==> src/rtl/swc_pkg.sv <==
`timescale 1ns / 1ps
// ---------------------------------------------------------------------------
// swc_pkg
// Types, code tables and conversion functions of the Shift-JIS width converter.
// ---------------------------------------------------------------------------
package swc_pkg;

    localparam int OptW      = 16;
    localparam int MaxRes    = 4;
    localparam int StateDepth = 1;

    localparam int OptHPunct  = 0;
    localparam int OptHDigit  = 1;
    localparam int OptHAlpha  = 2;
    localparam int OptHKpunct = 3;
    localparam int OptHKata   = 4;
    localparam int OptHHira   = 5;
    localparam int OptHSpace2 = 6;
    localparam int OptBslash  = 7;
    localparam int OptFPunct  = 8;
    localparam int OptFDigit  = 9;
    localparam int OptFAlpha  = 10;
    localparam int OptFKpunct = 11;
    localparam int OptFKata   = 12;
    localparam int OptFHira   = 13;
    localparam int OptFSpace  = 14;
    localparam int OptNoMerge = 15;

    typedef enum logic [1:0] {
        PEND_NONE = 2'd0,
        PEND_KANA = 2'd1,
        PEND_LEAD = 2'd2
    } pend_t;

    typedef enum logic [2:0] {
        CTX_ASCII = 3'd0,
        CTX_HKANA = 3'd1,
        CTX_OTHER = 3'd2,
        CTX_HIRA  = 3'd3,
        CTX_KATA  = 3'd4
    } ctx_t;

    typedef struct packed {
        pend_t      kind;
        logic [7:0] held;
        ctx_t       ctx;
        logic       err;
    } st_t;

    localparam int StateW = $bits(st_t);

    typedef struct packed {
        logic [2:0]       n;
        logic [3:0][7:0]  b;
    } seq_t;

    typedef struct packed {
        seq_t seq;
        logic used;
    } rel_t;

    typedef struct packed {
        seq_t seq;
        st_t  st;
    } tb_t;

    typedef struct packed {
        seq_t seq;
        st_t  st;
        logic again;
    } tp_t;

    typedef struct packed {
        seq_t seq;
        logic is_end;
        logic err;
        st_t  st;
    } step_t;

    localparam logic [7:0] SymToFull [0:39] = '{
        8'h49,8'h68,8'h94,8'h90,8'h93,8'h95,8'h66,8'h69,8'h6a,8'h96,
        8'h7b,8'h43,8'h7c,8'h44,8'h5e,8'h46,8'h47,8'h83,8'h81,8'h84,
        8'h48,8'h97,8'h6d,8'h8f,8'h6e,8'h4f,8'h51,8'h65,8'h6f,8'h62,
        8'h70,8'h50,8'h42,8'h75,8'h76,8'h41,8'h45,8'h4a,8'h4b,8'h5f
    };

    localparam logic [7:0] SymToHalf [0:87] = '{
        8'h20,8'hA4,8'hA1,8'h2C,8'h2E,8'hA5,8'h3A,8'h3B,
        8'h3F,8'h21,8'hDE,8'hDF,8'h00,8'h00,8'h00,8'h5E,
        8'h7E,8'h5F,8'h00,8'h00,8'h00,8'h00,8'h00,8'h00,
        8'h00,8'h00,8'h00,8'hB0,8'h00,8'h00,8'h2F,8'h00,
        8'h00,8'h00,8'h7C,8'h00,8'h00,8'h60,8'h27,8'h00,
        8'h22,8'h28,8'h29,8'h00,8'h00,8'h5B,8'h5D,8'h7B,
        8'h7D,8'h00,8'h00,8'h00,8'h00,8'hA2,8'hA3,8'h00,
        8'h00,8'h00,8'h00,8'h2B,8'h2D,8'h00,8'h00,8'h00,
        8'h00,8'h3D,8'h00,8'h3C,8'h3E,8'h00,8'h00,8'h00,
        8'h00,8'h00,8'h00,8'h00,8'h00,8'h00,8'h00,8'h00,
        8'h24,8'h00,8'h00,8'h25,8'h23,8'h26,8'h2A,8'h40
    };

    localparam logic [7:0] KanaToFull [0:55] = '{
        8'h51,8'h00,8'h02,8'h04,8'h06,8'h08,8'h42,8'h44,8'h46,8'h22,8'h00,
        8'h01,8'h03,8'h85,8'h07,8'h09,8'h8a,8'h8c,8'h8e,8'h90,8'h92,
        8'h94,8'h96,8'h98,8'h9a,8'h9c,8'h9e,8'hA0,8'hA3,8'hA5,8'hA7,
        8'h29,8'h2a,8'h2b,8'h2c,8'h2d,8'hAe,8'hB1,8'hB4,8'hB7,8'hBa,
        8'h3d,8'h3e,8'h3f,8'h40,8'h41,8'h43,8'h45,8'h47,
        8'h48,8'h49,8'h4a,8'h4b,8'h4c,8'h4e,8'h52
    };

    localparam logic [7:0] KanaToHalf [0:83] = '{
        8'h01,8'h0b,8'h02,8'h0c,8'h03,8'h0d,8'h04,8'h0e,8'h05,8'h0f,
        8'h10,8'h90,8'h11,8'h91,8'h12,8'h92,8'h13,8'h93,8'h14,8'h94,
        8'h15,8'h95,8'h16,8'h96,8'h17,8'h97,8'h18,8'h98,8'h19,8'h99,
        8'h1a,8'h9a,8'h1b,8'h9b,8'h09,8'h1c,8'h9c,8'h1d,8'h9d,8'h1e,8'h9e,
        8'h1f,8'h20,8'h21,8'h22,8'h23,
        8'h24,8'hA4,8'h64,8'h25,8'hA5,8'h65,8'h26,8'hA6,8'h66,
        8'h27,8'hA7,8'h67,8'h28,8'hA8,8'h68,
        8'h29,8'h2a,8'h2b,8'h2c,8'h2d,
        8'h06,8'h2e,8'h07,8'h2f,8'h08,8'h30,
        8'h31,8'h32,8'h33,8'h34,8'h35,
        8'hff,8'h36,8'hff,8'hff,8'h00,8'h37,8'h8d
    };

    function automatic seq_t mk0();
        seq_t s;
        s = '0;
        return s;
    endfunction

    function automatic seq_t mk1(input logic [7:0] a);
        seq_t s;
        s      = '0;
        s.n    = 3'd1;
        s.b[0] = a;
        return s;
    endfunction

    function automatic seq_t mk2(input logic [7:0] a, input logic [7:0] c);
        seq_t s;
        s      = '0;
        s.n    = 3'd2;
        s.b[0] = a;
        s.b[1] = c;
        return s;
    endfunction

    function automatic seq_t mk16(input logic [15:0] v);
        seq_t s;
        if (v[15:8] != 8'h00)
        begin
            s = mk2(v[15:8], v[7:0]);
        end
        else
        begin
            s = mk1(v[7:0]);
        end
        return s;
    endfunction

    function automatic seq_t app(input seq_t a, input seq_t x);
        seq_t s;
        s = a;
        for (int i = 0; i < MaxRes; i++)
        begin
            if (i < int'(x.n) && (int'(a.n) + i) < MaxRes)
            begin
                s.b[int'(a.n) + i] = x.b[i];
            end
        end
        if (int'(a.n) + int'(x.n) > MaxRes)
        begin
            s.n = 3'(MaxRes);
        end
        else
        begin
            s.n = a.n + x.n;
        end
        return s;
    endfunction

    function automatic logic [15:0] full_sym(input logic [5:0] idx);
        return {8'h81, SymToFull[idx]};
    endfunction

    function automatic rel_t release_kana(input logic [7:0] k, input logic [7:0] nb,
                                          input logic have_nb, input logic [OptW-1:0] opts);
        rel_t       r;
        logic [7:0] idx;
        logic [7:0] c;
        logic [7:0] d;
        logic       done;
        r    = '0;
        done = 1'b0;
        idx  = k - 8'hA6;
        c    = 8'h00;
        d    = 8'h00;
        if (!(opts[OptFKata] || opts[OptFHira]) || k < 8'hA6 || idx >= 8'd56)
        begin
            r.seq = mk1(k);
        end
        else
        begin
            c = KanaToFull[idx[5:0]];
            d = {1'b0, c[6:0]};
            if (have_nb && !opts[OptNoMerge])
            begin
                if (nb == 8'hDE && c[7])
                begin
                    if (k == 8'hB3)
                    begin
                        if (opts[OptFKata])
                        begin
                            r.seq  = mk16(16'h8394);
                            r.used = 1'b1;
                            done   = 1'b1;
                        end
                    end
                    else
                    begin
                        d      = d + 8'd1;
                        r.used = 1'b1;
                    end
                end
                else if (nb == 8'hDF && k >= 8'hCA && k <= 8'hCE)
                begin
                    d      = d + 8'd2;
                    r.used = 1'b1;
                end
            end
            if (!done)
            begin
                if (opts[OptFKata])
                begin
                    if (d > 8'h3E)
                    begin
                        d = d + 8'd1;
                    end
                    r.seq = mk16(16'h8340 + {8'h00, d});
                end
                else
                begin
                    r.seq = mk16(16'h829F + {8'h00, d});
                end
            end
        end
        return r;
    endfunction

    function automatic tb_t take_byte(input logic [7:0] b, input logic [OptW-1:0] opts,
                                      input st_t st_in);
        tb_t         t;
        logic [15:0] v;
        logic        sym_v;
        logic [7:0]  sym;
        logic        kana_on;
        logic        hold;
        t       = '0;
        t.st    = st_in;
        v       = {8'h00, b};
        sym_v   = 1'b0;
        sym     = 8'h00;
        hold    = 1'b0;
        kana_on = opts[OptFKata] || opts[OptFHira];
        if (b <= 8'h80)
        begin
            t.st.ctx = CTX_ASCII;
            if (b <= 8'h1F)
            begin
                v = {8'h00, b};
            end
            else if (b == 8'h20)
            begin
                if (opts[OptFSpace]) v = 16'h8140;
            end
            else if (b <= 8'h2F)
            begin
                sym_v = 1'b1;
                sym   = b - 8'h21;
            end
            else if (b <= 8'h39)
            begin
                if (opts[OptFDigit]) v = {8'h00, b} + 16'h821F;
            end
            else if (b <= 8'h40)
            begin
                sym_v = 1'b1;
                sym   = b - 8'h2B;
            end
            else if (b <= 8'h5A)
            begin
                if (opts[OptFAlpha]) v = {8'h00, b} + 16'h821F;
            end
            else if (b <= 8'h60)
            begin
                sym_v = 1'b1;
                sym   = (b == 8'h5C && opts[OptBslash]) ? 8'd39 : b - 8'h45;
            end
            else if (b <= 8'h7A)
            begin
                if (opts[OptFAlpha]) v = {8'h00, b} + 16'h8220;
            end
            else if (b <= 8'h7E)
            begin
                sym_v = 1'b1;
                sym   = b - 8'h5F;
            end
            if (sym_v && opts[OptFPunct])
            begin
                v = full_sym(sym[5:0]);
            end
        end
        else if (b <= 8'h9F || (b >= 8'hE0 && b <= 8'hFC))
        begin
            t.st.kind = PEND_LEAD;
            t.st.held = b;
            hold      = 1'b1;
        end
        else if (b == 8'hA0 || b >= 8'hFD)
        begin
            v = {8'h00, b};
        end
        else if (b <= 8'hA4)
        begin
            if (opts[OptFKpunct]) v = full_sym(6'(b - 8'hA1 + 8'd32));
        end
        else if (b == 8'hA5 || b == 8'hB0)
        begin
            if ((st_in.ctx == CTX_HKANA && kana_on) ||
                (st_in.ctx != CTX_HKANA && opts[OptFKpunct]))
            begin
                v = (b == 8'hA5) ? 16'h8145 : 16'h815B;
            end
        end
        else if (b <= 8'hDD)
        begin
            t.st.ctx = CTX_HKANA;
            if (kana_on)
            begin
                t.st.kind = PEND_KANA;
                t.st.held = b;
                hold      = 1'b1;
            end
        end
        else
        begin
            if ((st_in.ctx == CTX_HKANA && kana_on) || opts[OptFKpunct])
            begin
                v = full_sym(6'(b - 8'hDE + 8'd37));
            end
        end
        t.seq = hold ? mk0() : mk16(v);
        return t;
    endfunction

    function automatic seq_t half_kana(input logic [7:0] lead, input logic [7:0] c,
                                       input logic [6:0] d);
        seq_t       s;
        logic [7:0] e;
        e = KanaToHalf[d];
        if (e == 8'hFF)
        begin
            s = mk2(lead, c);
        end
        else
        begin
            s = mk1({2'b00, e[5:0]} + 8'hA6);
            if (e[7])
            begin
                s = app(s, mk1(8'hDE));
            end
            else if (e[6])
            begin
                s = app(s, mk1(8'hDF));
            end
        end
        return s;
    endfunction

    function automatic tp_t take_pair(input logic [7:0] lead, input logic [7:0] c,
                                      input logic [OptW-1:0] opts, input st_t st_in);
        tp_t        t;
        logic       pass;
        logic [7:0] h;
        logic [7:0] ci;
        logic [7:0] d;
        t    = '0;
        t.st = st_in;
        pass = 1'b1;
        ci   = c - 8'h40;
        h    = (c >= 8'h40 && c <= 8'h97) ? SymToHalf[ci[6:0]] : 8'h00;
        d    = 8'h00;
        if (!(c >= 8'h40 && c <= 8'hFC && c != 8'h7F))
        begin
            t.st.ctx = CTX_OTHER;
            t.st.err = 1'b1;
            t.again  = (c == 8'h09) || (c >= 8'h20 && c <= 8'h3F);
            pass     = 1'b0;
        end
        else if (lead == 8'h81)
        begin
            if (c == 8'h40 && opts[OptHSpace2])
            begin
                t.st.ctx = CTX_OTHER;
                t.seq    = mk2(8'h20, 8'h20);
                pass     = 1'b0;
            end
            else if (c == 8'h5B || c == 8'h4A || c == 8'h4B || c == 8'h45)
            begin
                if ((st_in.ctx == CTX_HIRA && opts[OptHHira]) ||
                    (st_in.ctx == CTX_KATA && opts[OptHKata]) ||
                    (st_in.ctx != CTX_HIRA && st_in.ctx != CTX_KATA && opts[OptHKpunct]))
                begin
                    t.seq = mk1(h);
                    pass  = 1'b0;
                end
            end
            else if (c == 8'h41 || c == 8'h42 || c == 8'h75 || c == 8'h76)
            begin
                if (opts[OptHKpunct])
                begin
                    t.seq = mk1(h);
                    pass  = 1'b0;
                end
            end
            else if (c <= 8'h97 && opts[OptHPunct])
            begin
                t.st.ctx = CTX_OTHER;
                if (opts[OptBslash] ? (c == 8'h5F) : (c == 8'h8F))
                begin
                    t.seq = mk1(8'h5C);
                    pass  = 1'b0;
                end
                else if (h != 8'h00)
                begin
                    t.seq = mk1(h);
                    pass  = 1'b0;
                end
            end
        end
        else if (lead == 8'h82)
        begin
            if (c >= 8'h4F && c <= 8'h58)
            begin
                t.st.ctx = CTX_OTHER;
                if (opts[OptHDigit])
                begin
                    t.seq = mk1(c - 8'h1F);
                    pass  = 1'b0;
                end
            end
            else if (c >= 8'h60 && c <= 8'h79)
            begin
                t.st.ctx = CTX_OTHER;
                if (opts[OptHAlpha])
                begin
                    t.seq = mk1(c - 8'h1F);
                    pass  = 1'b0;
                end
            end
            else if (c >= 8'h81 && c <= 8'h9A)
            begin
                t.st.ctx = CTX_OTHER;
                if (opts[OptHAlpha])
                begin
                    t.seq = mk1(c - 8'h20);
                    pass  = 1'b0;
                end
            end
            else
            begin
                t.st.ctx = CTX_HIRA;
                if (c >= 8'h9F && c <= 8'hF1 && opts[OptHHira])
                begin
                    d     = c - 8'h9F;
                    t.seq = half_kana(lead, c, d[6:0]);
                    pass  = 1'b0;
                end
            end
        end
        else if (lead == 8'h83)
        begin
            t.st.ctx = CTX_KATA;
            if (c <= 8'h94 && opts[OptHKata])
            begin
                d = c - 8'h40;
                if (d > 8'h3E)
                begin
                    d = d - 8'd1;
                end
                t.seq = half_kana(lead, c, d[6:0]);
                pass  = 1'b0;
            end
        end
        else
        begin
            t.st.ctx = CTX_OTHER;
        end
        if (pass)
        begin
            t.seq = mk2(lead, c);
        end
        return t;
    endfunction

    function automatic step_t step(input st_t st_in, input logic [7:0] b,
                                   input logic [OptW-1:0] opts);
        step_t r;
        st_t   s0;
        rel_t  rel;
        tb_t   tb;
        tp_t   tp;
        r       = '0;
        s0      = st_in;
        s0.kind = PEND_NONE;
        s0.held = 8'h00;
        rel     = release_kana(st_in.held, b, b != 8'h00, opts);
        tp      = take_pair(st_in.held, b, opts, s0);
        tb      = take_byte(b, opts, (st_in.kind == PEND_LEAD) ? tp.st : s0);
        r.st    = s0;
        if (b == 8'h00)
        begin
            r.seq    = (st_in.kind == PEND_KANA) ? app(rel.seq, mk1(8'h00)) : mk1(8'h00);
            r.is_end = 1'b1;
            r.err    = st_in.err;
            r.st.ctx = CTX_ASCII;
            r.st.err = 1'b0;
        end
        else if (st_in.kind == PEND_KANA)
        begin
            if (rel.used)
            begin
                r.seq = rel.seq;
            end
            else
            begin
                r.seq = app(rel.seq, tb.seq);
                r.st  = tb.st;
            end
        end
        else if (st_in.kind == PEND_LEAD)
        begin
            if (tp.again)
            begin
                r.seq = tb.seq;
                r.st  = tb.st;
            end
            else
            begin
                r.seq = tp.seq;
                r.st  = tp.st;
            end
        end
        else
        begin
            r.seq = tb.seq;
            r.st  = tb.st;
        end
        return r;
    endfunction

endpackage

==> src/rtl/swc_if.sv <==
`timescale 1ns / 1ps
// ---------------------------------------------------------------------------
// swc_if
// Valid/ready channels of the width converter: input, output, configuration.
// ---------------------------------------------------------------------------
interface swc_in_if;
    logic       valid;
    logic       ready;
    logic [7:0] in_byte;
    modport source (output valid, output in_byte, input ready);
    modport sink (input valid, input in_byte, output ready);
endinterface

interface swc_out_if;
    logic       valid;
    logic       ready;
    logic [7:0] out_byte;
    logic       string_end;
    logic       had_error;
    logic       last_of_run;
    modport source (output valid, output out_byte, output string_end, output had_error,
                    output last_of_run, input ready);
    modport sink (input valid, input out_byte, input string_end, input had_error,
                  input last_of_run, output ready);
endinterface

interface swc_cfg_if;
    logic        valid;
    logic        ready;
    logic [15:0] conversion_options;
    modport source (output valid, output conversion_options, input ready);
    modport sink (input valid, input conversion_options, output ready);
endinterface

==> src/rtl/swc_ram.sv <==
`timescale 1ns / 1ps
// ---------------------------------------------------------------------------
// swc_ram
// Generic single-port synchronous RAM with registered read.
// ---------------------------------------------------------------------------
module swc_ram #(
    parameter int WIDTH = 8,
    parameter int DEPTH = 2,
    localparam int AW   = (DEPTH > 1) ? $clog2(DEPTH) : 1
) (
    input  logic             clk,
    input  logic             we,
    input  logic [AW-1:0]    addr,
    input  logic [WIDTH-1:0] wdata,
    output logic [WIDTH-1:0] rdata
);

    logic [WIDTH-1:0] mem [0:DEPTH-1];

    always_ff @(posedge clk)
    begin
        if (we)
        begin
            mem[addr] <= wdata;
        end
        rdata <= mem[addr];
    end

endmodule

==> src/rtl/sjis_width_converter_top.sv <==
`timescale 1ns / 1ps
// ---------------------------------------------------------------------------
// sjis_width_converter_top
// Shift-JIS half-width / full-width converter, one source byte per word.
// ---------------------------------------------------------------------------
// Each source byte yields zero to four output words, sent one per cycle while
// dout.ready is high. A byte is taken every cycle as long as earlier bytes
// give at most one word each and output is not stalled; otherwise a byte waits
// in s1_byte_reg until the last word before it is sent. The converter state
// (pending byte, script context, error flag) sits in a one-entry RAM and is
// read, updated and written back once per byte, with the last written value
// forwarded. Write conversion_options only when idle.
module sjis_width_converter_top
    import swc_pkg::*;
#(
    parameter int STATE_DEPTH = StateDepth
) (
    input  logic      clk,
    input  logic      rst_n,
    swc_cfg_if.sink   cfg,
    swc_in_if.sink    din,
    swc_out_if.source dout
);

    localparam int AW = (STATE_DEPTH > 1) ? $clog2(STATE_DEPTH) : 1;

    logic [OptW-1:0]  opts_reg;
    logic             s1_valid_reg;
    logic [7:0]       s1_byte_reg;
    logic             init_reg;
    logic             fwd_reg;
    st_t              fwd_st_reg;
    logic [2:0]       cnt_reg;
    logic [2:0]       idx_reg;
    logic [3:0][7:0]  buf_reg;
    logic             end_reg;
    logic             err_reg;

    logic [StateW-1:0] ram_rdata;
    st_t               st_cur;
    step_t             res;
    logic              out_fire;
    logic              buf_free;
    logic              s1_go;
    logic              is_last;

    assign cfg.ready = 1'b1;

    always_ff @(posedge clk or negedge rst_n)
    begin
        if (!rst_n)
        begin
            opts_reg <= '0;
        end
        else if (cfg.valid)
        begin
            opts_reg <= cfg.conversion_options;
        end
    end

    swc_ram #(
        .WIDTH (StateW),
        .DEPTH (STATE_DEPTH)
    ) u_state_ram (
        .clk   (clk),
        .we    (s1_go),
        .addr  (AW'(0)),
        .wdata (res.st),
        .rdata (ram_rdata)
    );

    always_comb
    begin
        if (!init_reg)
        begin
            st_cur = '0;
        end
        else if (fwd_reg)
        begin
            st_cur = fwd_st_reg;
        end
        else
        begin
            st_cur = st_t'(ram_rdata);
        end
    end

    assign res      = step(st_cur, s1_byte_reg, opts_reg);
    assign is_last  = (idx_reg + 3'd1) == cnt_reg;
    assign out_fire = dout.valid && dout.ready;
    assign buf_free = (idx_reg == cnt_reg) || (out_fire && is_last);
    assign s1_go    = s1_valid_reg && buf_free;
    assign din.ready = !s1_valid_reg || s1_go;

    always_ff @(posedge clk or negedge rst_n)
    begin
        if (!rst_n)
        begin
            s1_valid_reg <= 1'b0;
            init_reg     <= 1'b0;
            fwd_reg      <= 1'b0;
            cnt_reg      <= '0;
            idx_reg      <= '0;
        end
        else
        begin
            if (din.valid && din.ready)
            begin
                s1_valid_reg <= 1'b1;
            end
            else if (s1_go)
            begin
                s1_valid_reg <= 1'b0;
            end
            fwd_reg <= s1_go;
            if (s1_go)
            begin
                init_reg <= 1'b1;
                cnt_reg  <= res.seq.n;
                idx_reg  <= '0;
            end
            else if (out_fire)
            begin
                idx_reg <= idx_reg + 3'd1;
            end
        end
    end

    always_ff @(posedge clk)
    begin
        if (din.valid && din.ready)
        begin
            s1_byte_reg <= din.in_byte;
        end
        if (s1_go)
        begin
            fwd_st_reg <= res.st;
            buf_reg    <= res.seq.b;
            end_reg    <= res.is_end;
            err_reg    <= res.err;
        end
    end

    assign dout.valid       = idx_reg < cnt_reg;
    assign dout.out_byte    = buf_reg[idx_reg[1:0]];
    assign dout.last_of_run = is_last;
    assign dout.string_end  = end_reg && is_last;
    assign dout.had_error   = end_reg && is_last && err_reg;

endmodule

==> src/flat_wrapper.sv <==
// flat-port wrapper written by rule: the top's interface ports become plain ports
module sjis_width_converter_top_flat import swc_pkg::*;
#(
    parameter int STATE_DEPTH = StateDepth
)
  (clk, rst_n, cfg_valid, cfg_conversion_options, cfg_ready, din_valid, din_in_byte, din_ready, dout_valid, dout_out_byte, dout_string_end, dout_had_error, dout_last_of_run, dout_ready);
  swc_cfg_if cfg_i ();
  swc_in_if din_i ();
  swc_out_if dout_i ();
  input  logic clk;
  input  logic rst_n;
  input wire logic [$bits(cfg_i.valid)-1:0] cfg_valid;
  input wire logic [$bits(cfg_i.conversion_options)-1:0] cfg_conversion_options;
  output wire logic [$bits(cfg_i.ready)-1:0] cfg_ready;
  input wire logic [$bits(din_i.valid)-1:0] din_valid;
  input wire logic [$bits(din_i.in_byte)-1:0] din_in_byte;
  output wire logic [$bits(din_i.ready)-1:0] din_ready;
  output wire logic [$bits(dout_i.valid)-1:0] dout_valid;
  output wire logic [$bits(dout_i.out_byte)-1:0] dout_out_byte;
  output wire logic [$bits(dout_i.string_end)-1:0] dout_string_end;
  output wire logic [$bits(dout_i.had_error)-1:0] dout_had_error;
  output wire logic [$bits(dout_i.last_of_run)-1:0] dout_last_of_run;
  input wire logic [$bits(dout_i.ready)-1:0] dout_ready;
  assign cfg_i.valid = cfg_valid;
  assign cfg_i.conversion_options = cfg_conversion_options;
  assign cfg_ready = cfg_i.ready;
  assign din_i.valid = din_valid;
  assign din_i.in_byte = din_in_byte;
  assign din_ready = din_i.ready;
  assign dout_valid = dout_i.valid;
  assign dout_out_byte = dout_i.out_byte;
  assign dout_string_end = dout_i.string_end;
  assign dout_had_error = dout_i.had_error;
  assign dout_last_of_run = dout_i.last_of_run;
  assign dout_i.ready = dout_ready;
  sjis_width_converter_top #(.STATE_DEPTH(STATE_DEPTH)) u_core (.clk(clk), .rst_n(rst_n), .cfg(cfg_i), .din(din_i), .dout(dout_i));
endmodule
==> config.mk <==
export PLATFORM = sky130hd
export DESIGN_NAME = sjis_width_converter_top_flat
export DESIGN_NICKNAME = d
export VERILOG_FILES = /design/src/rtl/swc_pkg.sv /design/src/rtl/swc_if.sv /design/src/rtl/swc_ram.sv /design/src/rtl/sjis_width_converter_top.sv /design/src/flat_wrapper.sv
export SDC_FILE = /design/constraint.sdc
export NUM_CORES = 1
export LEC_CHECK = 0
export BUFFER_PORTS_ARGS = -buffer_cell sky130_fd_sc_hd__buf_2
export CORE_MARGIN = 1
export CORE_UTILIZATION = 35
export DETAILED_ROUTE_END_ITERATION = 8
export PLACE_DENSITY = 0.47
export SETUP_SLACK_MARGIN = 0.05
export SYNTH_ARGS = -nofsm -noshare
export SYNTH_HDL_FRONTEND = slang
export SYNTH_HIERARCHICAL = 1
export SYNTH_SLANG_ARGS = --single-unit
==> constraint.sdc <==
create_clock -name clk -period 6.8 [get_ports clk]
set_clock_uncertainty 0.2 [all_clocks]
set_input_delay 1.02 -clock clk [delete_from_list [all_inputs] [get_ports clk]]
set_output_delay 1.02 -clock clk [all_outputs]
set_load 0.01 [all_outputs]
Word-level counts from Yosys, hierarchy flattened
Memory sizes are Yosys's and may differ from the RTL's. A register that Yosys moved wholly into a read port is not among the register bits.
Index checks and enable logic that the tools add are counted.
{ "op_classes": {"add_sub_neg": 30, "n_lt_le_gt_ge": 61, "eq_ne": 36, "n_mul": 0, "div_mod_pow": 0, "bitwise": 9, "shifts": 0, "reduce_logical": 69, "mux": 221} }
{ "op_table": {"columns": ["operator", "n"], "rows": [
  ["$mux W35", 28],
  ["$mux W32", 14],
  ["$mux W16", 22],
  ["$mux W34", 9],
  ["$mux W8", 29],
  ["$mux W33", 6],
  ["$lt A32 B4 Y1 const B", 6],
  ["$bwmux W32", 4],
  ["$eq A8 B8 Y1 const B", 12],
  ["$ge A32 B1 Y1 const B", 3],
  ["$eq A8 B7 Y1 const B", 11],
  ["$mux W14", 6],
  ["$le A8 B8 Y1 const B", 10],
  ["$mux W6", 11],
  ["$demux W8 S2", 4],
  ["$ge A8 B8 Y1 const B", 8],
  ["$gt A32 B4 Y1 const B", 2],
  ["$le A8 B7 Y1 const B", 7],
  ["$mux W13", 4],
  ["$mux W1", 51],
  ["$mux W3", 16],
  ["$mux W7", 6],
  ["$reduce_bool A8 Y1", 5],
  ["$logic_and A1 B1 Y1", 39],
  ["other kinds (61)", 113]
]} }
{ "word_totals": {"in_bits": 29, "latchBits": 0, "ram_bits": 14, "elab_cells": 451, "memories": 8, "rom_bits": 5120, "out_inout_bits": 14, "reg_bits": 81} }
{ "mem_list": {"columns": ["memory", "depth", "width", "read_ports", "rd_ports_with_merged_regs", "wr", "line", "text"], "rows": [
  ["(no name shown)", 128, 8, 1, 0, 0, "swc_pkg.sv:390", "h = (c >= 8'h40 && c <= 8'h97) ? SymToHalf[ci[6:0]] : 8'h00;"],
  ["(no name shown)", 128, 8, 1, 0, 0, "swc_pkg.sv:359", "e = KanaToHalf[d];"],
  ["(no name shown)", 128, 8, 1, 0, 0, "swc_pkg.sv:359", null],
  ["(no name shown)", 64, 8, 1, 0, 0, "swc_pkg.sv:182", "return {8'h81, SymToFull[idx]};"],
  ["(no name shown)", 64, 8, 1, 0, 0, "swc_pkg.sv:182", null],
  ["(no name shown)", 64, 8, 1, 0, 0, "swc_pkg.sv:182", null],
  ["+2 memories", null, null, null, null, null, null, null]
]} }

Depth between registers and ports, before layout
Gate-level depths: netlist (run 1).
{ "logic_depth": {"ltp_word": 47, "depth_mapped": 29, "mapped_depth_nobuf": 24} }

Cells and area by module
Netlist (run 1), hierarchy kept.
{ "modules_own_cells": {"columns": ["mod", "n_inst", "seq_area_each_um2", "cells_per_inst", "area_each_um2"], "rows": [
  ["sjis_width_converter_top", 1, 2307.2, 2031, 14853.0],
  ["swc_ram", 1, 700.7, 28, 700.7]
]} }

Worst setup path after synthesis (run 1)
OpenSTA, ideal clock, no wires.
{ "synth_path": {"kind": "register -> register", "startpoint": "register u_core.s1_byte_reg[0]", "endpoint": "register u_core/buf_reg[11] in the netlist's numbering, data pin", "path_slack_ns": 1.006, "path_stages_with_launch": 21, "required_time_ns": 6.339, "arrival_ns": 5.333, "path_buffers": 5, "cell_sequence": "edfxtp_1 -> buf_2 -> inv_1 -> clkbuf_1 -> ha_1 -> clkbuf_1 -> clkinv_1 -> ha_1 -> clkbuf_1 -> a31oi_4 -> buf_6 -> ha_1 -> o211a_1 -> a2111oi_2 -> a211oi_1 -> or4b_1 -> o211a_1 -> o311ai_2 -> a21oi_1 -> nor4_1 -> nand2_1"} }
{ "synth_lines": {"columns": ["item", "line", "text"], "rows": [
  ["start: declaration", "sjis_width_converter_top.sv:29", "logic [7:0] s1_byte_reg;"],
  ["start signal: assignment", "sjis_width_converter_top.sv:133", "s1_byte_reg <= din.in_byte;"],
  ["end signal: assignment", "sjis_width_converter_top.sv:138", "buf_reg <= res.seq.b;"],
  ["end: declaration", "sjis_width_converter_top.sv:35", "logic [3:0][7:0] buf_reg;"]
]} }

==> impl_metrics.prom, run 1 <==
# TYPE chip_impl_metric gauge
chip_impl_metric{name="largest_register_ffs",unit=""} 32
chip_impl_metric{name="worst_pin_slew",unit="ns"} 0.966
chip_impl_metric{name="synth_xor_xnor_area_share",unit=""} 0.0324
chip_impl_info{name="cp_slowest_cell",value="dfrtp_1"} 1
chip_impl_info{name="synth_largest_area_cell",value="edfxtp_1"} 1
chip_impl_metric{name="number_of_fillers_in_the_final_layout",unit=""} 4573
chip_impl_metric{name="report.final.setup_viol",unit=""} 0
chip_impl_metric{name="routed_wl",unit="um"} 71800
chip_impl_metric{name="asyncSetResetFlopFracSynth",unit=""} 0.229
chip_impl_metric{name="grt_antenna_before_repair",unit=""} 0
chip_impl_metric{name="synth_seq_area_share",unit=""} 0.193
chip_impl_metric{name="place_congestion",unit=""} 0.992
chip_impl_metric{name="first_pass_detailed_route_iteration_total",unit=""} 6
chip_impl_info{name="cts-root-buf",value="clkbuf_16"} 1
chip_impl_metric{name="synth_top_cell_area_share",unit=""} 0.135
chip_impl_info{name="critical-path-top-cell-by-count",value="nand2_1"} 1
chip_impl_metric{name="synth_fa_ha_area_frac",unit=""} 0.0544
chip_impl_metric{name="yosys.area_share.simple",unit=""} 0.253
chip_impl_metric{name="timing.critical_path.buf_inv",unit=""} 2
chip_impl_metric{name="global_route.usage.total",unit=""} 0.316
chip_impl_metric{name="first_pass_grt_wire_length",unit="um"} 107000
chip_impl_metric{name="row_count",unit=""} 76
chip_impl_metric{name="worst_path_largest_cell_delay",unit="ns"} 0.69
chip_impl_metric{name="wl_met3",unit="um"} 4820
chip_impl_metric{name="start_util",unit=""} 0.358
chip_impl_info{name="main_combinational_cell_family_by_area_after_synthesis",value="compound AO/OA/AOI/OAI gates"} 1
chip_impl_info{name="critPathLaunchType",value="register"} 1
chip_impl_metric{name="drive_gt1_frac",unit=""} 0.136
chip_impl_metric{name="slew_violations",unit=""} 0
chip_impl_metric{name="tns",unit="ns"} 0
chip_impl_metric{name="drt.antenna.violating_nets",unit=""} 0
chip_impl_info{name="timing_worst_setup_path_type",value="reg2reg"} 1
chip_impl_metric{name="num_antenna_cells",unit=""} 0
chip_impl_info{name="status",value="finished clean"} 1
chip_impl_metric{name="post_cts_resized",unit=""} 0
chip_impl_metric{name="clock_tree.htree_level_count",unit=""} 3
chip_impl_metric{name="timing.critical_path.fanout_max",unit=""} 19
chip_impl_metric{name="synthCells",unit=""} 2059
chip_impl_info{name="layout.cells.most_common",value="nor2_1"} 1
chip_impl_metric{name="wire_per_inst",unit="um"} 27.2
chip_impl_metric{name="detailedPlacementHpwl",unit="um"} 54400
chip_impl_metric{name="ys_seq_elements",unit=""} 109
chip_impl_metric{name="maxCapViolations",unit=""} 0
chip_impl_metric{name="die_area",unit="um2"} 45300
chip_impl_metric{name="synth.area.mux_share",unit=""} 0.0514
chip_impl_metric{name="worstPathRequired",unit="ns"} 6.74
chip_impl_info{name="top_library_cells_by_usage_in_the_layout_fill_and_taps_aside",value="nor2_1, nand2_1, a21oi_1"} 1
chip_impl_info{name="yosys_most_used_dff",value="edfxtp_1"} 1
chip_impl_metric{name="clk_transition_reported_paths",unit="ns"} 0.09
chip_impl_metric{name="cts_sinks",unit=""} 109
chip_impl_metric{name="synth_edf_count",unit=""} 70
chip_impl_info{name="crit_path_cell_trace",value="nand2b_1, a21o_1, inv_1, ha_1, inv_1, nor2_1, a311oi_1, o21ai_0, a211o_1, and2_1, ha_1, and3_1, nand4_1, o21ai_1, xnor2_1, nor2_1, and4_1, nand2_1, nand2_1, ha_1, nand2_1, nand2_1, o21ai_0, nand3_1"} 1
chip_impl_metric{name="remaining_drcs",unit=""} 0
chip_impl_metric{name="max_slew_headroom",unit=""} 0.349
chip_impl_metric{name="synth.distinct_cells",unit=""} 125
chip_impl_metric{name="final-seq-area",unit="um2"} 3010
chip_impl_metric{name="total_clock_buffers_created_by_cts",unit=""} 9
chip_impl_metric{name="num_vias",unit=""} 17600
chip_impl_info{name="crit_family",value="simple AND/OR/NAND/NOR gates"} 1
chip_impl_metric{name="cp.arrival",unit="ns"} 6.14
chip_impl_info{name="tritoncts_clock_tree",value="yes"} 1
chip_impl_metric{name="grt_overflow",unit=""} 0
chip_impl_metric{name="grt_start_max_net_pins",unit=""} 67
chip_impl_metric{name="first_global_vias",unit=""} 16400
chip_impl_info{name="worstHoldPathType",value="reg2reg"} 1
chip_impl_metric{name="area_growth_syn_to_layout",unit="%"} 8.16
chip_impl_metric{name="ctsHoldBuffers",unit=""} 0
chip_impl_metric{name="route.layer.met1.wl",unit="um"} 31300
chip_impl_metric{name="detailedRoute.firstIterationViolations",unit=""} 2125
chip_impl_metric{name="cts-root-to-sink-buffers",unit=""} 2
chip_impl_metric{name="coreArea",unit="um2"} 43500
chip_impl_metric{name="port_buffer_count",unit=""} 41
chip_impl_info{name="rsz0062_at_grt",value="no"} 1
chip_impl_metric{name="wl_met2",unit="um"} 32800
chip_impl_metric{name="syn_area",unit="um2"} 15600
chip_impl_metric{name="postCtsSetupRepairBufs",unit=""} 0
chip_impl_info{name="highest-signal-layer",value="met4"} 1
chip_impl_metric{name="synthesis.nets",unit=""} 2155
chip_impl_metric{name="maxClockFrequency",unit="MHz"} 161
chip_impl_info{name="endpoint_kind",value="register"} 1
chip_impl_info{name="ys_top_cells_by_area",value="edfxtp_1, ha_1, a21oi_1, o21ai_0, nor2_1"} 1
chip_impl_metric{name="chipWidth",unit="um"} 213
chip_impl_metric{name="multiInputGateArea",unit="um2"} 11500
chip_impl_metric{name="yosys_warnings",unit=""} 6
chip_impl_metric{name="final_hold_viol_count",unit=""} 0
chip_impl_metric{name="ios",unit=""} 43
chip_impl_metric{name="syn_avg_cell_area",unit="um2"} 7.55
chip_impl_metric{name="die_height",unit="um"} 213
chip_impl_metric{name="final_min_period_over_clock_period",unit=""} 0.912
chip_impl_metric{name="design.final.nets",unit=""} 2145
chip_impl_metric{name="layout_min_cycle_time",unit="ns"} 6.20
chip_impl_metric{name="synth_compound_gate_area_share",unit=""} 0.347
chip_impl_metric{name="clock_insertion_delay_worst_skew",unit="ns"} 0.39
chip_impl_metric{name="number_of_vias_per_cell",unit=""} 6.67
area by class of cell:
class,instances,share of cell area
Inverter,69,0.0154
Timing Repair Buffer,141,0.0598
Clock inverter,7,0.00550
Multi-Input combinational cell,1719,0.684
Sequential cell,109,0.179
Tap cell,585,0.0435
Clock buffer,9,0.0134
per-stage QoR:
stage                     hold WS, ns  utilization  cell area [um2]  cells  worst slack [ns]
final                           0.134        0.387            16800   2639             0.597
after global routing            0.147        0.387            16800   2639             0.152
after CTS                       0.140        0.387            16800   2639             0.712
after detailed placement        0.127        0.380            16500   2623             0.725
after global placement          0.123        0.380            16500   2623             0.810
after floorplan                 0.123            -            15600   2059              1.01
worst register-to-register path, cell delays in order, from the launching register on:
cell	delay [ns]
dfrtp_1	0.69
nand2b_1	0.22
a21o_1	0.34
inv_1	0.28
ha_1	0.50
inv_1	0.33
nor2_1	0.10
a311oi_1	0.28
o21ai_0	0.13
a211o_1	0.33
and2_1	0.19
ha_1	0.22
and3_1	0.14
nand4_1	0.08
o21ai_1	0.09
xnor2_1	0.49
nor2_1	0.23
and4_1	0.28
nand2_1	0.07
nand2_1	0.08
ha_1	0.27
nand2_1	0.07
nand2_1	0.05
o21ai_0	0.21
nand3_1	0.11
kinds of logic (layout without fill, tap and decap cells):
family | Yosys count | in the layout
AO/OA/AOI/OAI | 763 | 763
multiplexers | 65 | 65
buffers and inverters | 231 | 226
adder cells (fa/ha/maj) | 67 | 67
AND/OR/NAND/NOR | 767 | 767
flip-flops | 109 | 109
other | 2 | 2
XOR/XNOR | 55 | 55
final timing paths:
check	slack, ns	endpoint	start	cells after the start
min in group asynchronous	0.47	u_core/init_reg$_DFFE_PN0P_	rst_n	1
max reg2reg	0.60	u_core/buf_reg[15]$_DFFE_PP_	u_core/fwd_reg$_DFF_PN0_	24
max in group asynchronous	5.45	u_core/s1_valid_reg$_DFFE_PN0P_	rst_n	1
max	0.60	u_core/buf_reg[15]$_DFFE_PP_	u_core/fwd_reg$_DFF_PN0_	24
min	0.13	u_core/u_state_ram/rdata[9]$_DFF_P_	u_core/u_state_ram/mem[0][9]$_DFFE_PP_	0
min reg2reg	0.13	u_core/u_state_ram/rdata[9]$_DFF_P_	u_core/u_state_ram/mem[0][9]$_DFFE_PP_	0
metal layers:
layer  up-vias  track usage
met3       176       0.0332
met5         -            0
li1       7899            -
met1      8604        0.434
met2       910        0.503
met4         0        0.125
synthesized netlist by cell type (20+ instances only):
cell type / number
o31ai_1: 20
nand2_1: 188
nor3_1: 50
clkbuf_1: 87
o22ai_1: 23
buf_2: 38
inv_1: 59
o21ai_0: 146
nand4_1: 24
mux2_2: 29
nor4_1: 22
and3_1: 31
ha_1: 66
mux2i_1: 27
o211ai_1: 42
a31oi_1: 39
a21oi_1: 160
nand3_1: 79
nor2_1: 189
edfxtp_1: 70
nand2b_1: 32
dfrtp_1: 25
xnor2_1: 44
and2_1: 26
a211oi_1: 32
Power of run 1 is left out: the tool's default activity adds up to more than one toggle a clock period on the data nets, which glitch-free logic cannot reach.
==> inputs of run 2 (changes only) <==
--- a/config.mk
+++ b/config.mk
@@ -5,6 +5,7 @@
 export SDC_FILE = /design/constraint.sdc
 export NUM_CORES = 1
 export LEC_CHECK = 0
+export ABC_AREA = 1
 export BUFFER_PORTS_ARGS = -buffer_cell sky130_fd_sc_hd__buf_2
 export CORE_MARGIN = 1
 export CORE_UTILIZATION = 35
==> run 2 against run 1 <==
- global-route usage decreased by 0.62 points
- die area is 10% lower
- via count down 8.1%
- register-to-register slack improved by 0.10 ns
- largest cell class unchanged
==> impl_metrics.prom, run 2 <==
# TYPE chip_impl_metric gauge
chip_impl_info{name="critical-path-top-cell-by-count",value="nand2_1"} 1
chip_impl_metric{name="drive_gt1_frac",unit=""} 0.0907
chip_impl_metric{name="final_hold_viol_count",unit=""} 0
chip_impl_metric{name="worstPathRequired",unit="ns"} 6.91
chip_impl_info{name="critPathLaunchType",value="register"} 1
chip_impl_metric{name="slew_violations",unit=""} 0
chip_impl_metric{name="clock_insertion_delay_worst_skew",unit="ns"} 0.39
chip_impl_metric{name="total_clock_buffers_created_by_cts",unit=""} 9
chip_impl_metric{name="tns",unit="ns"} 0
chip_impl_metric{name="timing.critical_path.fanout_max",unit=""} 16
chip_impl_metric{name="coreArea",unit="um2"} 39000
chip_impl_metric{name="grt_antenna_before_repair",unit=""} 0
chip_impl_metric{name="syn_area",unit="um2"} 13900
chip_impl_info{name="rsz0062_at_grt",value="no"} 1
chip_impl_metric{name="grt_start_max_net_pins",unit=""} 45
chip_impl_metric{name="cp.arrival",unit="ns"} 6.21
chip_impl_metric{name="synth_seq_area_share",unit=""} 0.216
chip_impl_metric{name="cts-root-to-sink-buffers",unit=""} 2
chip_impl_info{name="ys_top_cells_by_area",value="nand2_1, edfxtp_1, nand3_1, o21ai_0, nor2_1"} 1
chip_impl_metric{name="design.final.nets",unit=""} 2428
chip_impl_metric{name="synthCells",unit=""} 2326
chip_impl_metric{name="cts_sinks",unit=""} 109
chip_impl_metric{name="post_cts_resized",unit=""} 0
chip_impl_metric{name="report.final.setup_viol",unit=""} 0
chip_impl_metric{name="synth_top_cell_area_share",unit=""} 0.189
chip_impl_metric{name="largest_register_ffs",unit=""} 32
chip_impl_metric{name="num_antenna_cells",unit=""} 0
chip_impl_metric{name="area_growth_syn_to_layout",unit="%"} 6.85
chip_impl_metric{name="die_area",unit="um2"} 40600
chip_impl_metric{name="gr-usage-met2",unit=""} 0.492
chip_impl_metric{name="routed_wl",unit="um"} 62600
chip_impl_info{name="ys_top_cells_by_count",value="nand2_1, nor2_1, inv_1, nand3_1, o21ai_0"} 1
chip_impl_metric{name="ctsHoldBuffers",unit=""} 0
chip_impl_metric{name="synth_edf_count",unit=""} 70
chip_impl_metric{name="detailedPlacementHpwl",unit="um"} 48800
chip_impl_metric{name="maxClockFrequency",unit="MHz"} 164
chip_impl_metric{name="number_of_vias_per_cell",unit=""} 5.66
chip_impl_metric{name="place_congestion",unit=""} 1.01
chip_impl_metric{name="grt_use_met1",unit=""} 0.420
chip_impl_metric{name="wire_per_inst",unit="um"} 21.9
chip_impl_metric{name="ys_seq_elements",unit=""} 109
chip_impl_info{name="timing_worst_setup_path_type",value="reg2reg"} 1
chip_impl_metric{name="asyncSetResetFlopFracSynth",unit=""} 0.229
chip_impl_metric{name="detailedRoute.firstIterationViolations",unit=""} 1568
chip_impl_metric{name="num_vias",unit=""} 16200
chip_impl_metric{name="port_buffer_count",unit=""} 41
chip_impl_metric{name="remaining_drcs",unit=""} 0
chip_impl_metric{name="chipWidth",unit="um"} 202
chip_impl_metric{name="maxCapViolations",unit=""} 0
chip_impl_metric{name="synthesis.nets",unit=""} 2422
chip_impl_metric{name="clk_transition_reported_paths",unit="ns"} 0.08
chip_impl_info{name="grt-busiest-layer",value="met2"} 1
chip_impl_metric{name="first_pass_grt_wire_length",unit="um"} 95900
chip_impl_info{name="yosysMostFrequentCell",value="nand2_1"} 1
chip_impl_metric{name="final_min_period_over_clock_period",unit=""} 0.897
chip_impl_info{name="cp_slowest_cell",value="edfxtp_1"} 1
chip_impl_metric{name="start_util",unit=""} 0.357
chip_impl_metric{name="postCtsSetupRepairBufs",unit=""} 0
chip_impl_info{name="top_library_cells_by_usage_in_the_layout_fill_and_taps_aside",value="nand2_1, nor2_1, inv_1"} 1
chip_impl_metric{name="synth.distinct_cells",unit=""} 69
chip_impl_metric{name="worst_pin_slew",unit="ns"} 1.06
chip_impl_info{name="cts-root-buf",value="clkbuf_16"} 1
chip_impl_metric{name="die_height",unit="um"} 202
chip_impl_metric{name="row_count",unit=""} 72
chip_impl_metric{name="global_route.usage.total",unit=""} 0.309
chip_impl_metric{name="clock_tree.htree_level_count",unit=""} 3
chip_impl_metric{name="syn_avg_cell_area",unit="um2"} 6.00
chip_impl_info{name="endpoint_kind",value="register"} 1
chip_impl_info{name="worstHoldPathType",value="reg2reg"} 1
chip_impl_metric{name="grt_overflow",unit=""} 0
chip_impl_info{name="tritoncts_clock_tree",value="yes"} 1
chip_impl_info{name="yosys_most_used_dff",value="edfxtp_1"} 1
chip_impl_info{name="status",value="finished clean"} 1
chip_impl_metric{name="first_global_vias",unit=""} 15600
chip_impl_info{name="synth_largest_area_cell",value="nand2_1"} 1
chip_impl_metric{name="worst_path_largest_cell_delay",unit="ns"} 0.64
chip_impl_metric{name="first_pass_detailed_route_iteration_total",unit=""} 7
chip_impl_metric{name="yosys_warnings",unit=""} 6
chip_impl_metric{name="grt_use_met3",unit=""} 0.0450
chip_impl_metric{name="drt.antenna.violating_nets",unit=""} 0
chip_impl_metric{name="ios",unit=""} 43
chip_impl_info{name="layout.cells.most_common",value="nand2_1"} 1
chip_impl_metric{name="max_slew_headroom",unit=""} 0.287
chip_impl_metric{name="layout_min_cycle_time",unit="ns"} 6.10
==> run 2: cell types whose count changed after synthesis, sizes merged, moves of 45 or more <==
cell | previous run | this run
xnor2 | 47 | 2
nand2 | 189 | 735
o21ai | 157 | 225
inv | 65 | 261
nand3 | 81 | 224
clkbuf | 88 | 35
nor2 | 192 | 280
==> run 2: layout make-up <==
cell class	count	area (um2)
inverters	270	1020
flip-flops and latches	109	3010
multi-input cells	1873	9530
clock inverters	5	45.0
fillers	4407	24100
clock buffers	11	233
well taps	518	648
repair buffers	69	415
==> run 2: critical path: cells and delay by family (launching register included) <==
kind | cells | cell delay [ns]
compound gates | 3 | 0.49
buf+inv | 4 | 0.84
flops | 1 | 0.64
simple gates | 18 | 2.76
fa+ha+maj | 3 | 1.07
==> run 2: worst paths after layout <==
kind / start / to / slack, ns / cells after the start
max: u_core/s1_byte_reg[7]$_DFFE_PP_ / u_core/cnt_reg[0]$_DFFE_PN0P_ / 0.70 / 28
min: u_core/u_state_ram/mem[0][8]$_DFFE_PP_ / u_core/u_state_ram/rdata[8]$_DFF_P_ / 0.14 / 0
max reg2reg: u_core/s1_byte_reg[7]$_DFFE_PP_ / u_core/cnt_reg[0]$_DFFE_PN0P_ / 0.70 / 28
min reg2reg: u_core/u_state_ram/mem[0][8]$_DFFE_PP_ / u_core/u_state_ram/rdata[8]$_DFF_P_ / 0.14 / 0
max in group asynchronous: rst_n / u_core/opts_reg[8]$_DFFE_PN0P_ / 5.35 / 1
min in group asynchronous: rst_n / u_core/opts_reg[3]$_DFFE_PN0P_ / 0.53 / 1
==> run 2: through the flow <==
stage / hold WS [ns] / utilization / instances / area (um2) / worst slack, ns
floorplan: 0.123 / - / 2326 / 13900 / 2.23
global placement: 0.125 / 0.375 / 2839 / 14600 / 0.866
detailed placement: 0.128 / 0.375 / 2839 / 14600 / 0.875
CTS: 0.143 / 0.382 / 2855 / 14900 / 0.841
global route: 0.144 / 0.382 / 2855 / 14900 / 0.344
finish: 0.143 / 0.382 / 2855 / 14900 / 0.701
==> run 2: cell families (layout without fill, tap and decap cells) <==
| family | after synthesis | count (layout) | share of synthesized area |
|---|---|---|---|
| xor gates and xnor gates | 16 | 16 | 0.0119 |
| AOI/OAI and AO/OA | 479 | 479 | 0.201 |
| DFF | 109 | 109 | 0.216 |
| muxes | 3 | 3 | 0.00242 |
| other | 2 | 2 | 0.000539 |
| buffers and inverters | 344 | 355 | 0.101 |
| adders and majority gates | 67 | 67 | 0.0607 |
| and+or+nand+nor | 1306 | 1306 | 0.407 |
==> run 2: metal layers <==
layer,vias up,share of wire
li1,7752,-
met1,7618,0.45
met2,660,0.45
met3,130,0.064
met4,0,0.038
met5,-,0
Power of run 2 is left out for the same reason.
==> inputs of run 3 (changes only) <==
--- a/config.mk
+++ b/config.mk
@@ -10,8 +10,9 @@
 export CORE_MARGIN = 1
 export CORE_UTILIZATION = 35
 export DETAILED_ROUTE_END_ITERATION = 8
-export PLACE_DENSITY = 0.47
+export PLACE_DENSITY_LB_ADDON = 0.08
 export SETUP_SLACK_MARGIN = 0.05
+export SKIP_CTS_REPAIR_TIMING = 1
 export SYNTH_ARGS = -nofsm -noshare
 export SYNTH_HDL_FRONTEND = slang
 export SYNTH_HIERARCHICAL = 1
==> constraint.sdc (replaced) <==
create_clock -name clk -period 6.8 [get_ports clk]
set_clock_uncertainty 0.2 [all_clocks]
set_input_delay 1.36 -clock clk [delete_from_list [all_inputs] [get_ports clk]]
set_output_delay 1.36 -clock clk [all_outputs]
set_load 0.01 [all_outputs]
==> run 3 against run 2 <==
- worst hold slack is essentially flat
- via count up 1.1%
- die area stayed put
- clock-buffer cell count is 1 lower
- register-to-register slack improved by 0.23 ns
- sequential share of layout area barely moved
- core utilization up 0.058 points
- non-clock buffer count unchanged
- flip-flop and latch count is the same
- routed wire length is 0.88% lower
- global-route usage decreased by 0.39 points
- highest routed layer unchanged
==> impl_metrics.prom, run 3 (synthesis gave the netlist of run 2 again) <==
# TYPE chip_impl_metric gauge
chip_impl_metric{name="cts_sinks",unit=""} 109
chip_impl_metric{name="detailedRoute.firstIterationViolations",unit=""} 1760
chip_impl_metric{name="timing.critical_path.fanout_max",unit=""} 16
chip_impl_metric{name="first_global_vias",unit=""} 15500
chip_impl_metric{name="routed_wl",unit="um"} 62100
chip_impl_metric{name="place_congestion",unit=""} 1.02
chip_impl_metric{name="coreArea",unit="um2"} 39000
chip_impl_metric{name="wl_met3",unit="um"} 4270
chip_impl_metric{name="area_growth_syn_to_layout",unit="%"} 7.01
chip_impl_metric{name="largest_register_ffs",unit=""} 32
chip_impl_info{name="rsz0062_at_grt",value="no"} 1
chip_impl_metric{name="final_hold_viol_count",unit=""} 0
chip_impl_metric{name="worst_pin_slew",unit="ns"} 0.999
chip_impl_metric{name="start_util",unit=""} 0.357
chip_impl_metric{name="r2r_setup_slack",unit="ns"} 0.93
chip_impl_info{name="timing_worst_setup_path_type",value="reg2reg"} 1
chip_impl_metric{name="worst-r2r-cell-count",unit=""} 29
chip_impl_info{name="critical-path-top-cell-by-count",value="nand2_1"} 1
chip_impl_metric{name="slew_violations",unit=""} 0
chip_impl_info{name="worst_r2r_endpoint",value="u_core/cnt_reg[1]$_DFFE_PN0P_"} 1
chip_impl_info{name="critPathLaunchType",value="register"} 1
chip_impl_metric{name="post-route-cell-area",unit="um2"} 14900
chip_impl_info{name="crit_family",value="simple AND/OR/NAND/NOR gates"} 1
chip_impl_info{name="highest-signal-layer",value="met4"} 1
chip_impl_metric{name="detailedPlacementHpwl",unit="um"} 47900
chip_impl_metric{name="chipWidth",unit="um"} 202
chip_impl_metric{name="grt_overflow",unit=""} 0
chip_impl_metric{name="first_pass_detailed_route_iteration_total",unit=""} 6
chip_impl_info{name="top_library_cells_by_usage_in_the_layout_fill_and_taps_aside",value="nand2_1, nor2_1, inv_1"} 1
chip_impl_metric{name="worstPathRequired",unit="ns"} 6.92
chip_impl_metric{name="design.final.nets",unit=""} 2428
chip_impl_metric{name="clock_insertion_delay_worst_skew",unit="ns"} 0.40
chip_impl_metric{name="layout_min_cycle_time",unit="ns"} 5.87
chip_impl_metric{name="drive_gt1_frac",unit=""} 0.0911
chip_impl_info{name="r2r_start",value="u_core/s1_byte_reg[7]$_DFFE_PP_"} 1
chip_impl_info{name="worstHoldPathType",value="reg2reg"} 1
chip_impl_metric{name="cp.arrival",unit="ns"} 5.99
chip_impl_metric{name="drt.antenna.violating_nets",unit=""} 0
chip_impl_metric{name="wl_met2",unit="um"} 28000
chip_impl_metric{name="global_route.usage.total",unit=""} 0.305
chip_impl_metric{name="clock_tree.htree_level_count",unit=""} 3
chip_impl_metric{name="ios",unit=""} 43
chip_impl_metric{name="first_pass_grt_wire_length",unit="um"} 94800
chip_impl_metric{name="placedCellCount",unit=""} 2839
chip_impl_metric{name="max_slew_headroom",unit=""} 0.329
chip_impl_info{name="cp_slowest_cell",value="edfxtp_1"} 1
chip_impl_metric{name="num_antenna_cells",unit=""} 0
chip_impl_metric{name="final_min_period_over_clock_period",unit=""} 0.863
chip_impl_info{name="tritoncts_clock_tree",value="yes"} 1
chip_impl_metric{name="remaining_drcs",unit=""} 0
chip_impl_metric{name="maxCapViolations",unit=""} 0
chip_impl_info{name="critical_path.endpoint",value="u_core/cnt_reg[1]$_DFFE_PN0P_"} 1
chip_impl_metric{name="grt_antenna_before_repair",unit=""} 0
chip_impl_metric{name="route.layer.met1.wl",unit="um"} 27800
chip_impl_metric{name="num_vias",unit=""} 16300
chip_impl_info{name="layout.cells.most_common",value="nand2_1"} 1
chip_impl_info{name="cts-root-buf",value="clkbuf_16"} 1
chip_impl_metric{name="maxClockFrequency",unit="MHz"} 170
chip_impl_info{name="worst_setup_startpoint",value="u_core/s1_byte_reg[7]$_DFFE_PP_"} 1
chip_impl_metric{name="layoutNonFillerInstCount",unit=""} 2855
chip_impl_metric{name="die_area",unit="um2"} 40600
chip_impl_metric{name="cts-root-to-sink-buffers",unit=""} 2
chip_impl_info{name="endpoint_kind",value="register"} 1
chip_impl_info{name="status",value="finished clean"} 1
chip_impl_metric{name="tns",unit="ns"} 0
chip_impl_metric{name="number_of_vias_per_cell",unit=""} 5.72
chip_impl_metric{name="timing.critical_path.buf_inv",unit=""} 5
chip_impl_metric{name="row_count",unit=""} 72
chip_impl_metric{name="port_buffer_count",unit=""} 41
chip_impl_metric{name="wire_per_inst",unit="um"} 21.7
chip_impl_metric{name="worst_path_largest_cell_delay",unit="ns"} 0.62
chip_impl_metric{name="report.final.setup_viol",unit=""} 0
chip_impl_metric{name="placedInstanceArea",unit="um2"} 14600
chip_impl_metric{name="crit_cells",unit=""} 29
chip_impl_metric{name="grt_start_max_net_pins",unit=""} 38
chip_impl_metric{name="clk_transition_reported_paths",unit="ns"} 0.08
chip_impl_metric{name="die_height",unit="um"} 202
chip_impl_metric{name="total_clock_buffers_created_by_cts",unit=""} 9
[run 3: cell types whose count changed in the layout (fill, tap and decap cells not counted), sizes merged]
cell and delta:
clkbuf -1, bufinv +1
[run 3: how the worst min path moves through the flow]
stage                                       startpoint                                   end  slack, ns  cells past startpoint
2_1_floorplan   u_core/u_state_ram/mem[0][0]$_DFFE_PP_   u_core/u_state_ram/rdata[0]$_DFF_P_       0.12                      0
3_3_place_gp    u_core/u_state_ram/mem[0][8]$_DFFE_PP_   u_core/u_state_ram/rdata[8]$_DFF_P_       0.13                      0
3_5_place_dp   u_core/u_state_ram/mem[0][11]$_DFFE_PP_  u_core/u_state_ram/rdata[11]$_DFF_P_       0.13                      0
4_1_cts        u_core/u_state_ram/mem[0][11]$_DFFE_PP_  u_core/u_state_ram/rdata[11]$_DFF_P_       0.14                      0
5_1_grt         u_core/u_state_ram/mem[0][7]$_DFFE_PP_   u_core/u_state_ram/rdata[7]$_DFF_P_       0.15                      0
6_report        u_core/u_state_ram/mem[0][4]$_DFFE_PP_   u_core/u_state_ram/rdata[4]$_DFF_P_       0.14                      0
[run 3: metrics by stage]
step	utilization	setup WS, ns	hold slack (ns)
2_1_floorplan	-	2.23	0.123
3_3_place_gp	0.375	1.31	0.125
3_5_place_dp	0.375	1.15	0.127
4_1_cts	0.383	1.11	0.145
5_1_grt	0.383	0.502	0.149
6_report	0.383	0.932	0.143
[run 3: final cells by class]
cell class                 instances  area (um2)
clock buffer                      10         229
clock inverter                     6        71.3
fill                            4376       24100
inverter                         270        1020
multi-input combinational       1873        9530
sequential                       109        3010
tap                              518         648
timing repair buffer              69         415
[run 3: worst reg2reg max path: cells and delay by family, from the launching register on]
family	cells	cell delay, ns
AOI/OAI and AO/OA	3	0.41
adders and majority gates	3	1.19
buffers and inverters	5	1.02
DFF	1	0.62
and+or+nand+nor	18	2.36
[run 3: metal layers]
| layer | GRT usage | vias up |
|---|---|---|
| li1 | - | 7729 |
| met5 | 0 | - |
| met4 | 0.109 | 0 |
| met2 | 0.494 | 730 |
| met1 | 0.414 | 7760 |
| met3 | 0.0400 | 111 |
Power of run 3 is left out for the same reason.
